[src/hdl/e64stv_pkg.sv]
// Shared types and constants for the ELF64 segment table validator.
// No dependencies; used by e64stv_check and elf64_segment_table_validator.
`default_nettype none

package e64stv_pkg;

	localparam int unsigned AddrWidth  = 64;
	localparam int unsigned WordWidth  = 32;
	localparam int unsigned CountWidth = 16;

	localparam logic [WordWidth-1:0]  PtLoad       = 32'd1;
	localparam logic [WordWidth-1:0]  FlagsAllowed = 32'd7;
	localparam logic [CountWidth-1:0] CountMax     = 16'hFFFF;
	localparam logic [AddrWidth-1:0]  LowAddrInit  = {AddrWidth{1'b1}};
	localparam logic [AddrWidth-1:0]  HighEndInit  = '0;

	// Outcome of checking one entry.
	typedef struct packed {
		logic                 pass;
		logic [AddrWidth-1:0] end_addr;
	} chk_t;

endpackage

`default_nettype wire

[src/hdl/e64stv_check.sv]
// Combinational per-entry checks of one ELF64 program header.
// Depends on e64stv_pkg for widths, constants and the chk_t result type.
`default_nettype none

module e64stv_check (
	input  wire logic [e64stv_pkg::WordWidth-1:0] segment_type,
	input  wire logic [e64stv_pkg::WordWidth-1:0] segment_flags,
	input  wire logic [e64stv_pkg::AddrWidth-1:0] file_offset,
	input  wire logic [e64stv_pkg::AddrWidth-1:0] virt_addr,
	input  wire logic [e64stv_pkg::AddrWidth-1:0] file_size,
	input  wire logic [e64stv_pkg::AddrWidth-1:0] mem_size,
	input  wire logic [e64stv_pkg::AddrWidth-1:0] align_bytes,
	output e64stv_pkg::chk_t                      chk
);

	logic [e64stv_pkg::AddrWidth:0]   end_sum;
	logic [e64stv_pkg::AddrWidth-1:0] align_mask;
	logic                             align_ok;

	always_comb begin
		end_sum    = {1'b0, virt_addr} + {1'b0, mem_size};
		align_mask = align_bytes - {{(e64stv_pkg::AddrWidth-1){1'b0}}, 1'b1};
		// Alignment of 0 or 1 imposes nothing; otherwise power of two and congruent.
		align_ok   = (align_bytes <= {{(e64stv_pkg::AddrWidth-1){1'b0}}, 1'b1}) ||
			(((align_bytes & align_mask) == '0) &&
			 (((file_offset ^ virt_addr) & align_mask) == '0));
		chk.pass     = (segment_type == e64stv_pkg::PtLoad) &&
			((segment_flags & ~e64stv_pkg::FlagsAllowed) == '0) &&
			(file_size <= mem_size) &&
			!end_sum[e64stv_pkg::AddrWidth] &&
			align_ok;
		chk.end_addr = end_sum[e64stv_pkg::AddrWidth-1:0];
	end

endmodule

`default_nettype wire

[src/hdl/elf64_segment_table_validator.sv]
// Top level of the ELF64 segment table validator: input register, entry check,
// running totals and result register. Depends on e64stv_pkg and e64stv_check.
//
// Usage:
//   Input channel (in_valid/in_ready) carries one decoded program header entry
//   per transaction; last_entry marks the end of a table. Output channel
//   (out_valid/out_ready) carries one verdict with totals per table.
//   Throughput: one entry per cycle when not stalled, set by the single check
//   stage between the input register and the result register.
//   The verdict is registered as the last entry leaves the input register.
//   Stalls: entries that are not last always drain, so a stalled receiver only
//   holds back a last entry waiting in the input register, and from there the
//   input channel; the result register holds its transaction until taken.
//   Reset: arst_n clears all valids, the failure flag and the count, and sets
//   the lowest address to all ones and the highest end to zero. The totals
//   return to that state after each table's last entry.
//   An entry after a failure in the same table has no effect on the totals.
`default_nettype none

module elf64_segment_table_validator (
	input  wire logic                                   clk,
	input  wire logic                                   arst_n,
	input  wire logic                                   in_valid,
	output      logic                                   in_ready,
	input  wire logic [e64stv_pkg::WordWidth-1:0]       segment_type,
	input  wire logic [e64stv_pkg::WordWidth-1:0]       segment_flags,
	input  wire logic [e64stv_pkg::AddrWidth-1:0]       file_offset,
	input  wire logic [e64stv_pkg::AddrWidth-1:0]       virt_addr,
	input  wire logic [e64stv_pkg::AddrWidth-1:0]       file_size,
	input  wire logic [e64stv_pkg::AddrWidth-1:0]       mem_size,
	input  wire logic [e64stv_pkg::AddrWidth-1:0]       align_bytes,
	input  wire logic                                   last_entry,
	output      logic                                   out_valid,
	input  wire logic                                   out_ready,
	output      logic                                   image_ok,
	output      logic [e64stv_pkg::CountWidth-1:0]      segment_count,
	output      logic [e64stv_pkg::AddrWidth-1:0]       lowest_address,
	output      logic [e64stv_pkg::AddrWidth-1:0]       highest_end
);

	// Input register
	logic                               valid_s1;
	logic [e64stv_pkg::WordWidth-1:0]   type_s1;
	logic [e64stv_pkg::WordWidth-1:0]   flags_s1;
	logic [e64stv_pkg::AddrWidth-1:0]   offset_s1;
	logic [e64stv_pkg::AddrWidth-1:0]   vaddr_s1;
	logic [e64stv_pkg::AddrWidth-1:0]   fsize_s1;
	logic [e64stv_pkg::AddrWidth-1:0]   msize_s1;
	logic [e64stv_pkg::AddrWidth-1:0]   align_s1;
	logic                               last_s1;

	// Running totals
	logic                               failed_q;
	logic [e64stv_pkg::CountWidth-1:0]  count_q;
	logic [e64stv_pkg::AddrWidth-1:0]   low_q;
	logic [e64stv_pkg::AddrWidth-1:0]   high_q;

	// Result register
	logic                               out_valid_q;
	logic                               ok_q;
	logic [e64stv_pkg::CountWidth-1:0]  res_count_q;
	logic [e64stv_pkg::AddrWidth-1:0]   res_low_q;
	logic [e64stv_pkg::AddrWidth-1:0]   res_high_q;

	e64stv_pkg::chk_t                   chk;
	logic                               advance;
	logic                               take;
	logic                               m_failed;
	logic [e64stv_pkg::CountWidth-1:0]  m_count;
	logic [e64stv_pkg::AddrWidth-1:0]   m_low;
	logic [e64stv_pkg::AddrWidth-1:0]   m_high;

	e64stv_check u_check (
		.segment_type  (type_s1),
		.segment_flags (flags_s1),
		.file_offset   (offset_s1),
		.virt_addr     (vaddr_s1),
		.file_size     (fsize_s1),
		.mem_size      (msize_s1),
		.align_bytes   (align_s1),
		.chk           (chk)
	);

	// Only a last entry needs room in the result register.
	assign advance  = valid_s1 && (!last_s1 || !out_valid_q || out_ready);
	assign in_ready = !valid_s1 || advance;
	assign take     = in_valid && in_ready;

	always_comb begin
		m_failed = failed_q;
		m_count  = count_q;
		m_low    = low_q;
		m_high   = high_q;
		if (!failed_q) begin
			if (chk.pass) begin
				if (vaddr_s1 < low_q) begin
					m_low = vaddr_s1;
				end
				if (chk.end_addr > high_q) begin
					m_high = chk.end_addr;
				end
				if (count_q != e64stv_pkg::CountMax) begin
					m_count = count_q + {{(e64stv_pkg::CountWidth-1){1'b0}}, 1'b1};
				end
			end else begin
				m_failed = 1'b1;
			end
		end
	end

	always_ff @(posedge clk or negedge arst_n) begin
		if (!arst_n) begin
			valid_s1 <= 1'b0;
		end else if (in_ready) begin
			valid_s1 <= in_valid;
		end
	end

	always_ff @(posedge clk) begin
		if (take) begin
			type_s1   <= segment_type;
			flags_s1  <= segment_flags;
			offset_s1 <= file_offset;
			vaddr_s1  <= virt_addr;
			fsize_s1  <= file_size;
			msize_s1  <= mem_size;
			align_s1  <= align_bytes;
			last_s1   <= last_entry;
		end
	end

	always_ff @(posedge clk or negedge arst_n) begin
		if (!arst_n) begin
			failed_q <= 1'b0;
			count_q  <= '0;
			low_q    <= e64stv_pkg::LowAddrInit;
			high_q   <= e64stv_pkg::HighEndInit;
		end else if (advance) begin
			if (last_s1) begin
				// Table done: restart totals for the next one.
				failed_q <= 1'b0;
				count_q  <= '0;
				low_q    <= e64stv_pkg::LowAddrInit;
				high_q   <= e64stv_pkg::HighEndInit;
			end else begin
				failed_q <= m_failed;
				count_q  <= m_count;
				low_q    <= m_low;
				high_q   <= m_high;
			end
		end
	end

	always_ff @(posedge clk or negedge arst_n) begin
		if (!arst_n) begin
			out_valid_q <= 1'b0;
		end else if (advance && last_s1) begin
			out_valid_q <= 1'b1;
		end else if (out_ready) begin
			out_valid_q <= 1'b0;
		end
	end

	always_ff @(posedge clk) begin
		if (advance && last_s1) begin
			ok_q        <= !m_failed && (m_count != '0);
			res_count_q <= m_count;
			res_low_q   <= m_low;
			res_high_q  <= m_high;
		end
	end

	assign out_valid      = out_valid_q;
	assign image_ok       = ok_q;
	assign segment_count  = res_count_q;
	assign lowest_address = res_low_q;
	assign highest_end    = res_high_q;

	// A passing verdict always carries at least one segment.
	a_ok_has_count: assert property (@(posedge clk) disable iff (!arst_n)
		out_valid_q && ok_q |-> res_count_q != '0)
		else $error("image_ok with zero segment count");

	// Accepted segments bound the range: lowest start never above highest end.
	a_ok_range: assert property (@(posedge clk) disable iff (!arst_n)
		out_valid_q && ok_q |-> res_low_q <= res_high_q)
		else $error("lowest_address above highest_end on a passing image");

	// Failure stays set until the table's last entry goes through.
	a_failed_sticky: assert property (@(posedge clk) disable iff (!arst_n)
		failed_q && !(advance && last_s1) |=> failed_q)
		else $error("failure flag dropped within a table");

	// Count never falls within a table.
	a_count_mono: assert property (@(posedge clk) disable iff (!arst_n)
		!(advance && last_s1) |=> count_q >= $past(count_q))
		else $error("segment count decreased within a table");

	// A result is only produced by a last entry moving out of the input register.
	a_result_source: assert property (@(posedge clk) disable iff (!arst_n)
		!out_valid_q ##1 out_valid_q |-> $past(advance && last_s1))
		else $error("result appeared without a last entry");

endmodule

`default_nettype wire

[config.mk]
export PLATFORM = sky130hd
export DESIGN_NAME = elf64_segment_table_validator
export DESIGN_NICKNAME = d
export VERILOG_FILES = /design/src/hdl/e64stv_pkg.sv /design/src/hdl/e64stv_check.sv /design/src/hdl/elf64_segment_table_validator.sv
export SDC_FILE = /design/constraint.sdc
export NUM_CORES = 1
export LEC_CHECK = 0
export BUFFER_PORTS_ARGS = -buffer_cell sky130_fd_sc_hd__clkbuf_2
export CAP_MARGIN = 20
export CORE_MARGIN = 3
export CORE_UTILIZATION = 30
export CTS_CLUSTER_DIAMETER = 100
export CTS_CLUSTER_SIZE = 8
export DETAILED_ROUTE_END_ITERATION = 8
export PLACE_DENSITY = 0.53
export REMOVE_ABC_BUFFERS = 1
export SETUP_SLACK_MARGIN = 0.2
export SLEW_MARGIN = 20
export SYNTH_ARGS = -nofsm -noshare
export SYNTH_HDL_FRONTEND = slang
export SYNTH_SLANG_ARGS = --single-unit
[constraint.sdc]
create_clock -name clk -period 16.8 [get_ports clk]
set_input_delay 3.36 -clock clk [delete_from_list [all_inputs] [get_ports clk]]
set_output_delay 3.36 -clock clk [all_outputs]
set_load 0.02 [all_outputs]
# Word level (Yosys, flattened, before mapping)
# Index checks and enable logic that the tools add are counted.
# W data, S select, Z words.
totals:
  regBits: 677
  in_bits: 389
  out_inout_bits: 147
classes:
  add_sub_neg: 3
  n_lt_le_gt_ge: 4
  n_eq_ne: 2
  muxes: 17
  bitwise_logic: 3
  n_reduce_logical: 23
ops:
  columns: ["operator", "count"]
  rows:
  - ["$mux W64", 8]
  - ["$and A64 B64 Y64", 2]
  - ["$logic_not A64 Y1", 2]
  - ["$add A64 B64 Y65", 1]
  - ["$gt A64 B64 Y1", 1]
  - ["$le A64 B1 Y1 const B", 1]
  - ["$le A64 B64 Y1", 1]
  - ["$lt A64 B64 Y1", 1]
  - ["$mux W16", 4]
  - ["$sub A64 B1 Y64 const B", 1]
  - ["$xor A64 B64 Y64", 1]
  - ["$eq A32 B1 Y1 const B", 1]
  - ["$logic_not A32 Y1", 1]
  - ["$add A16 B1 Y16 const B", 1]
  - ["$ne A16 B16 Y1 const B", 1]
  - ["$reduce_bool A16 Y1", 1]
  - ["$logic_and A1 B1 Y1", 9]
  - ["$logic_not A1 Y1", 5]
  - ["$mux W1", 5]
  - ["$logic_or A1 B1 Y1", 4]
  - ["$reduce_bool A2 Y1", 1]

# Depth between registers and ports, before layout
logic_depth:
  word_depth: 10
  ltp_mapped: 30
  mapped_depth_nobuf: 28

# Modules after synthesis
# From an unflattened synthesis, not the netlist that was laid out.
hier_totals:
  cells_unflattened: 3122
  hier_area_um2: 36643.9
modules_own_cells:
  columns: ["module", "instances", "cells_per_inst", "area_each_um2", "seq_area_each_um2"]
  rows:
  - ["elf64_segment_table_validator", 1, 2035, 28823.9, 19673.9]
  - ["e64stv_check", 1, 1087, 7820.0, 0.0]

# Worst setup path after synthesis
# Ideal clock, no wire load.
synth_timing:
  path_kind: "input-to-reg"
  startpoint: "input out_ready"
  endpoint: "register align_s1[0] in the netlist's numbering, enable pin"
  setup_ns: 0.792
  arrival_time_ns: 12.297
  t_required_ns: 16.008
  setup_slack_ns: 3.711
  path_stages: 2
  cell_sequence: "nand4b_1 > and2_1"
synth_between:
  elab_chain_len: 4
synth_lines:
  columns: ["item", "line", "text"]
  rows:
  - ["start, declared", "elf64_segment_table_validator.sv:34", "input wire logic out_ready,"]
  - ["$logic_or A1 B1 Y1", "elf64_segment_table_validator.sv:85", "assign advance = valid_s1 && (!last_s1 || !out_valid_q || out_ready);"]
  - ["$logic_and A1 B1 Y1", "elf64_segment_table_validator.sv:85", null]
  - ["$logic_or A1 B1 Y1", "elf64_segment_table_validator.sv:86", "assign in_ready = !valid_s1 || advance;"]
  - ["$logic_and A1 B1 Y1", "elf64_segment_table_validator.sv:87", "assign take = in_valid && in_ready;"]
  - ["net take", "elf64_segment_table_validator.sv:67", "logic take;"]
  - ["end signal, assigned", "elf64_segment_table_validator.sv:127", "align_s1 <= align_bytes;"]
  - ["end, declared", "elf64_segment_table_validator.sv:49", "logic [e64stv_pkg::AddrWidth-1:0] align_s1;"]
# The timed path passes the listed nets, and every way through them passes these cells.
# A chain may end at the register's enable or synchronous reset.

# Worst setup path in the final report
layout_timing:
  startpoint: "register align_s1[2] in the netlist's numbering"
  endpoint: "register high_q[3] in the netlist's numbering"
layout_between:
  elab_chain_len: 9
  word_cells_on_any_way: 12
  classes_between: "1 x add/sub; 1 x order compare; 3 x mux; 2 x bitwise; 5 x reduce/logical"
layout_lines:
  columns: ["item", "line", "text"]
  rows:
  - ["$sub A64 B1 Y64", "e64stv_check.sv:22", "align_mask = align_bytes - {{(e64stv_pkg::AddrWidth-1){1'b0}}, 1'b1};"]
  - ["$and A64 B64 Y64, on equally long branches", "e64stv_check.sv:25, e64stv_check.sv:26", null]
  - ["$logic_not A64 Y1, on equally long branches", "e64stv_check.sv:25, e64stv_check.sv:26", null]
  - ["$logic_and A1 B1 Y1", "e64stv_check.sv:25", "(((align_bytes & align_mask) == '0) &&"]
  - ["$logic_or A1 B1 Y1 *", "e64stv_check.sv:24", "align_ok = (align_bytes <= {{(e64stv_pkg::AddrWidth-1){1'b0}}, 1'b1}) ||"]
  - ["$logic_and A1 B1 Y1 *", "e64stv_check.sv:30", "!end_sum[e64stv_pkg::AddrWidth] &&"]
  - ["$mux W64 *", "elf64_segment_table_validator.sv:95", "if (chk.pass) begin"]
  - ["$mux W64 *", "elf64_segment_table_validator.sv:94", "if (!failed_q) begin"]
  - ["$mux W64 *", "elf64_segment_table_validator.sv:139", "if (last_s1) begin"]
  - ["end signal, assigned", "elf64_segment_table_validator.sv:137", "high_q <= e64stv_pkg::HighEndInit;"]
  - ["end signal, assigned", "elf64_segment_table_validator.sv:144", "high_q <= e64stv_pkg::HighEndInit;"]
  - ["end signal, assigned", "elf64_segment_table_validator.sv:149", "high_q <= m_high;"]
  - ["end, declared", "elf64_segment_table_validator.sv:56", "logic [e64stv_pkg::AddrWidth-1:0] high_q;"]
# Mark *: on every way between the ends. The rest lies on a longest branch, timed or not.

==> impl_metrics.tcl <==
set metrics [dict create \
    status "finished, final reports clean" \
    drive_gt1_share_pct 25.3 \
    vias 25900 \
    die-area_sq_um 122000 \
    synth_edf_count 527 \
    synth_area_sq_um 35500 \
    grt_pass1_vias 25900 \
    hold_viol 0 \
    fin_nets 4189 \
    syn_to_final_growth_pct 20.4 \
    synth_top_area_share_pct 44.6 \
    p_per_area_nw_per_um2 111 \
    path_clk_slew_ns 0.06 \
    yosys_warnings 0 \
    numPortBuffers 532 \
    drc 0 \
    start_util_pct 30.4 \
    cts.repair.resized 0 \
    synth_area_per_cell_sq_um 12.2 \
    min_from "high_q[17]" \
    design_area_sq_um 42700 \
    postCtsHoldBufs 0 \
    reg2reg_slack_ns 8.25 \
    synth_top_area_cell "edfxtp_1" \
    dieHeight_um 350 \
    clockBufferDepth 3 \
    crit_type "register to register" \
    antenna_found_initial 25 \
    hold_class "register to register" \
    cts_num_sinks 674 \
    power_uw 4760 \
    track_usage_pct 19.9 \
    worstMarginPinSlew_ns 1.05 \
    post_dp_cell_area_sq_um 39900 \
    ys_seq_area_share_pct 55.2 \
    dp_slack_ns 8.29 \
    synthArstFlopShare_pct 21.8 \
    viasPerCell 5.09 \
    avgRoutedWirePerCell_um 24.5 \
    slew_headroom_pct 30.1 \
    hpwl_um 97900 \
    cts_root_buf "clkbuf_16" \
    crit_fanout 52 \
    placement_rows 125 \
    setup_total_negative_slack_ns 0 \
    timing.final.ws_setup_ns 8.25 \
    timing.final.crit_share_pct 50.9 \
    grt_max_degree 172 \
    crit_start "align_s1[2]" \
    drtAntennaViolNets 0 \
    cp-end-kind "register" \
    utilization_pct 36.6 \
    drv_slew 0 \
    wl_um 125000 \
    synth_cells 2912 \
    clkLatencyLatePin_ns 0.69 \
    leakage_uw 0.0177 \
    cts_tree "built" \
    ys_ff_latch 674 \
    fmax_mhz 117 \
    cp-start-kind "register" \
    cts_buffers 96 \
    yosys-top-cells-area "edfxtp_1 45%, ha_1 11%, dfrtp_1 5.9%" \
    grt_setup_unrepaired "false" \
    fillers 11400 \
    finalCriticalPeriod_ns 8.55 \
    io_pins 536 \
    finalClockSkew_ns 0.0522 \
    max-vdd-ir-drop_uv 82.4 \
    first_pass_iters 7 \
    maxCapViolations 0 \
    synth_ff_type "edfxtp_1" \
    grt_pass1_wl_um 177000 \
    cp.arrival_ns 9.13 \
    h-tree-depth 3 \
    grt-ovfl-total 0 \
    synth.distinct_cells 84 \
    drtIter0Drc 1953 \
    setup_viol 0 \
    required_ns 17.38 \
    worstReg2RegStart "align_s1[2]" \
    post-cts-setup-buffer-count 0 \
    core_area_sq_um 117000 \
    fp.dieW_um 350 \
    gp_congestion 0.935 \
]
-- cells in the mapped netlist (8+ instances only) --
library cell	number
a211oi_1	19
a21o_1	55
a21oi_1	241
a22o_1	8
a22oi_1	11
a311oi_1	14
a31oi_1	18
and2_1	9
and3_1	18
buf_2	19
clkbuf_1	60
dfrtp_1	83
dfstp_2	64
edfxtp_1	527
ha_1	321
inv_1	245
mux2_2	64
mux2_4	50
nand2_1	149
nand2b_1	15
nand3_1	34
nand4_1	68
nor2_1	108
nor2b_1	14
nor3_1	32
nor4_1	65
nor4b_2	10
o21ai_0	114
o21bai_1	23
o22a_1	50
o22ai_1	94
or2_2	13
or3_1	27
or4_1	9
xnor2_1	107
xor2_1	33
-- state kept, by name (all words and copies together), names as in the netlist --
signal,cells
align_s1,64
fsize_s1,64
high_q,64
highest_end,64
low_q,64
lowest_address,64
msize_s1,64
offset_s1,64
vaddr_s1,64
type_s1,32
flags_s1,29
count_q,16
segment_count,16
failed_q,1
image_ok,1
last_s1,1
out_valid,1
valid_s1,1
-- layout make-up --
cell class	instances	area, sq um	share of cell area [%]
clock inverter	11	184	0.431
antenna	12	30.0	0.0703
inverter	246	928	2.17
timing repair buffer	559	2880	6.75
sequential	674	19600	45.9
tap	1524	1910	4.46
multi-input combinational	1901	14600	34.2
clock buffer	147	2600	6.10
-- stage by stage --
step	instances	hold slack (ns)
2_1_floorplan	2821	0.466
3_3_place_gp	4904	0.489
3_5_place_dp	4904	0.498
4_1_cts	5062	0.512
5_1_grt	5069	0.533
6_report	5074	0.511
-- routing by layer --
metal	vias to the layer above	share of wire, %	GRT usage [%]	wire length, um
met5	-	0.044	0	55
met4	8	3.0	6.51	3770
met3	155	6.0	3.73	7490
met2	790	47	32.6	58100
met1	12700	44	26.5	55100
li1	12200	-	-	-
-- critical path, cell delays in order (launching register included) --
cell,delay [ns]
edfxtp_1,0.44
nor4_1,0.83
nand2_1,0.33
nor2_4,0.22
and3_2,0.26
and4_4,0.26
and3_1,0.20
and2_1,0.24
nand2_1,0.11
or2_1,0.24
or3_1,0.34
or3_1,0.32
ha_1,0.19
nor4_1,0.57
nand4_1,0.18
nor4_1,0.33
nand3_1,0.20
nor3_1,0.56
o22ai_1,0.32
nor3_2,0.41
buf_4,0.27
nand3_4,0.60
or3_1,0.79
o21ai_0,0.23
-- report_power, final --
part	total, uW	switching [uW]	internal, uW
Combinational	861	523	338
Sequential	2080	104	1970
Clock	1820	757	1060
Total	4760	1380	3370
-- worst paths after layout --
kind                              end  cells past startpoint
max                         high_q[3]                     23
min                        high_q[17]                      2
max reg2reg                 high_q[3]                     23
min reg2reg                high_q[17]                      2
max in group asynchronous    failed_q                      2
min in group asynchronous   out_valid                      1
-- placed cells by master (no fill, tap or decap), types with 32 or more instances in the layout --
master	instances
inv_1	244
nand4_1	68
xnor2_1	107
edfxtp_1	527
clkbuf_16	96
a21oi_1	240
clkbuf_1	50
nor3_1	32
dfrtp_1	83
ha_1	321
a21o_1	55
nor4_1	64
dfstp_2	64
clkbuf_2	531
xor2_1	33
o22a_1	50
nand3_1	33
mux2_2	64
mux2_4	50
nand2_1	148
nor2_1	108
o22ai_1	94
o21ai_0	114
-- cells by family (layout without fill, tap and decap cells) --
family / Yosys count / in the layout / synth area share (%)
AOI/OAI and AO/OA: 714 / 714 / 12.7
DFF: 674 / 674 / 55.2
and+or+nand+nor: 608 / 608 / 9.27
buffers and inverters: 337 / 963 / 3.79
adders and majority gates: 322 / 322 / 11.4
xor gates and xnor gates: 140 / 140 / 3.46
muxes: 117 / 117 / 4.24
other: 0 / 12 / 0
Note: power is estimated with default switching activity, not from simulation.
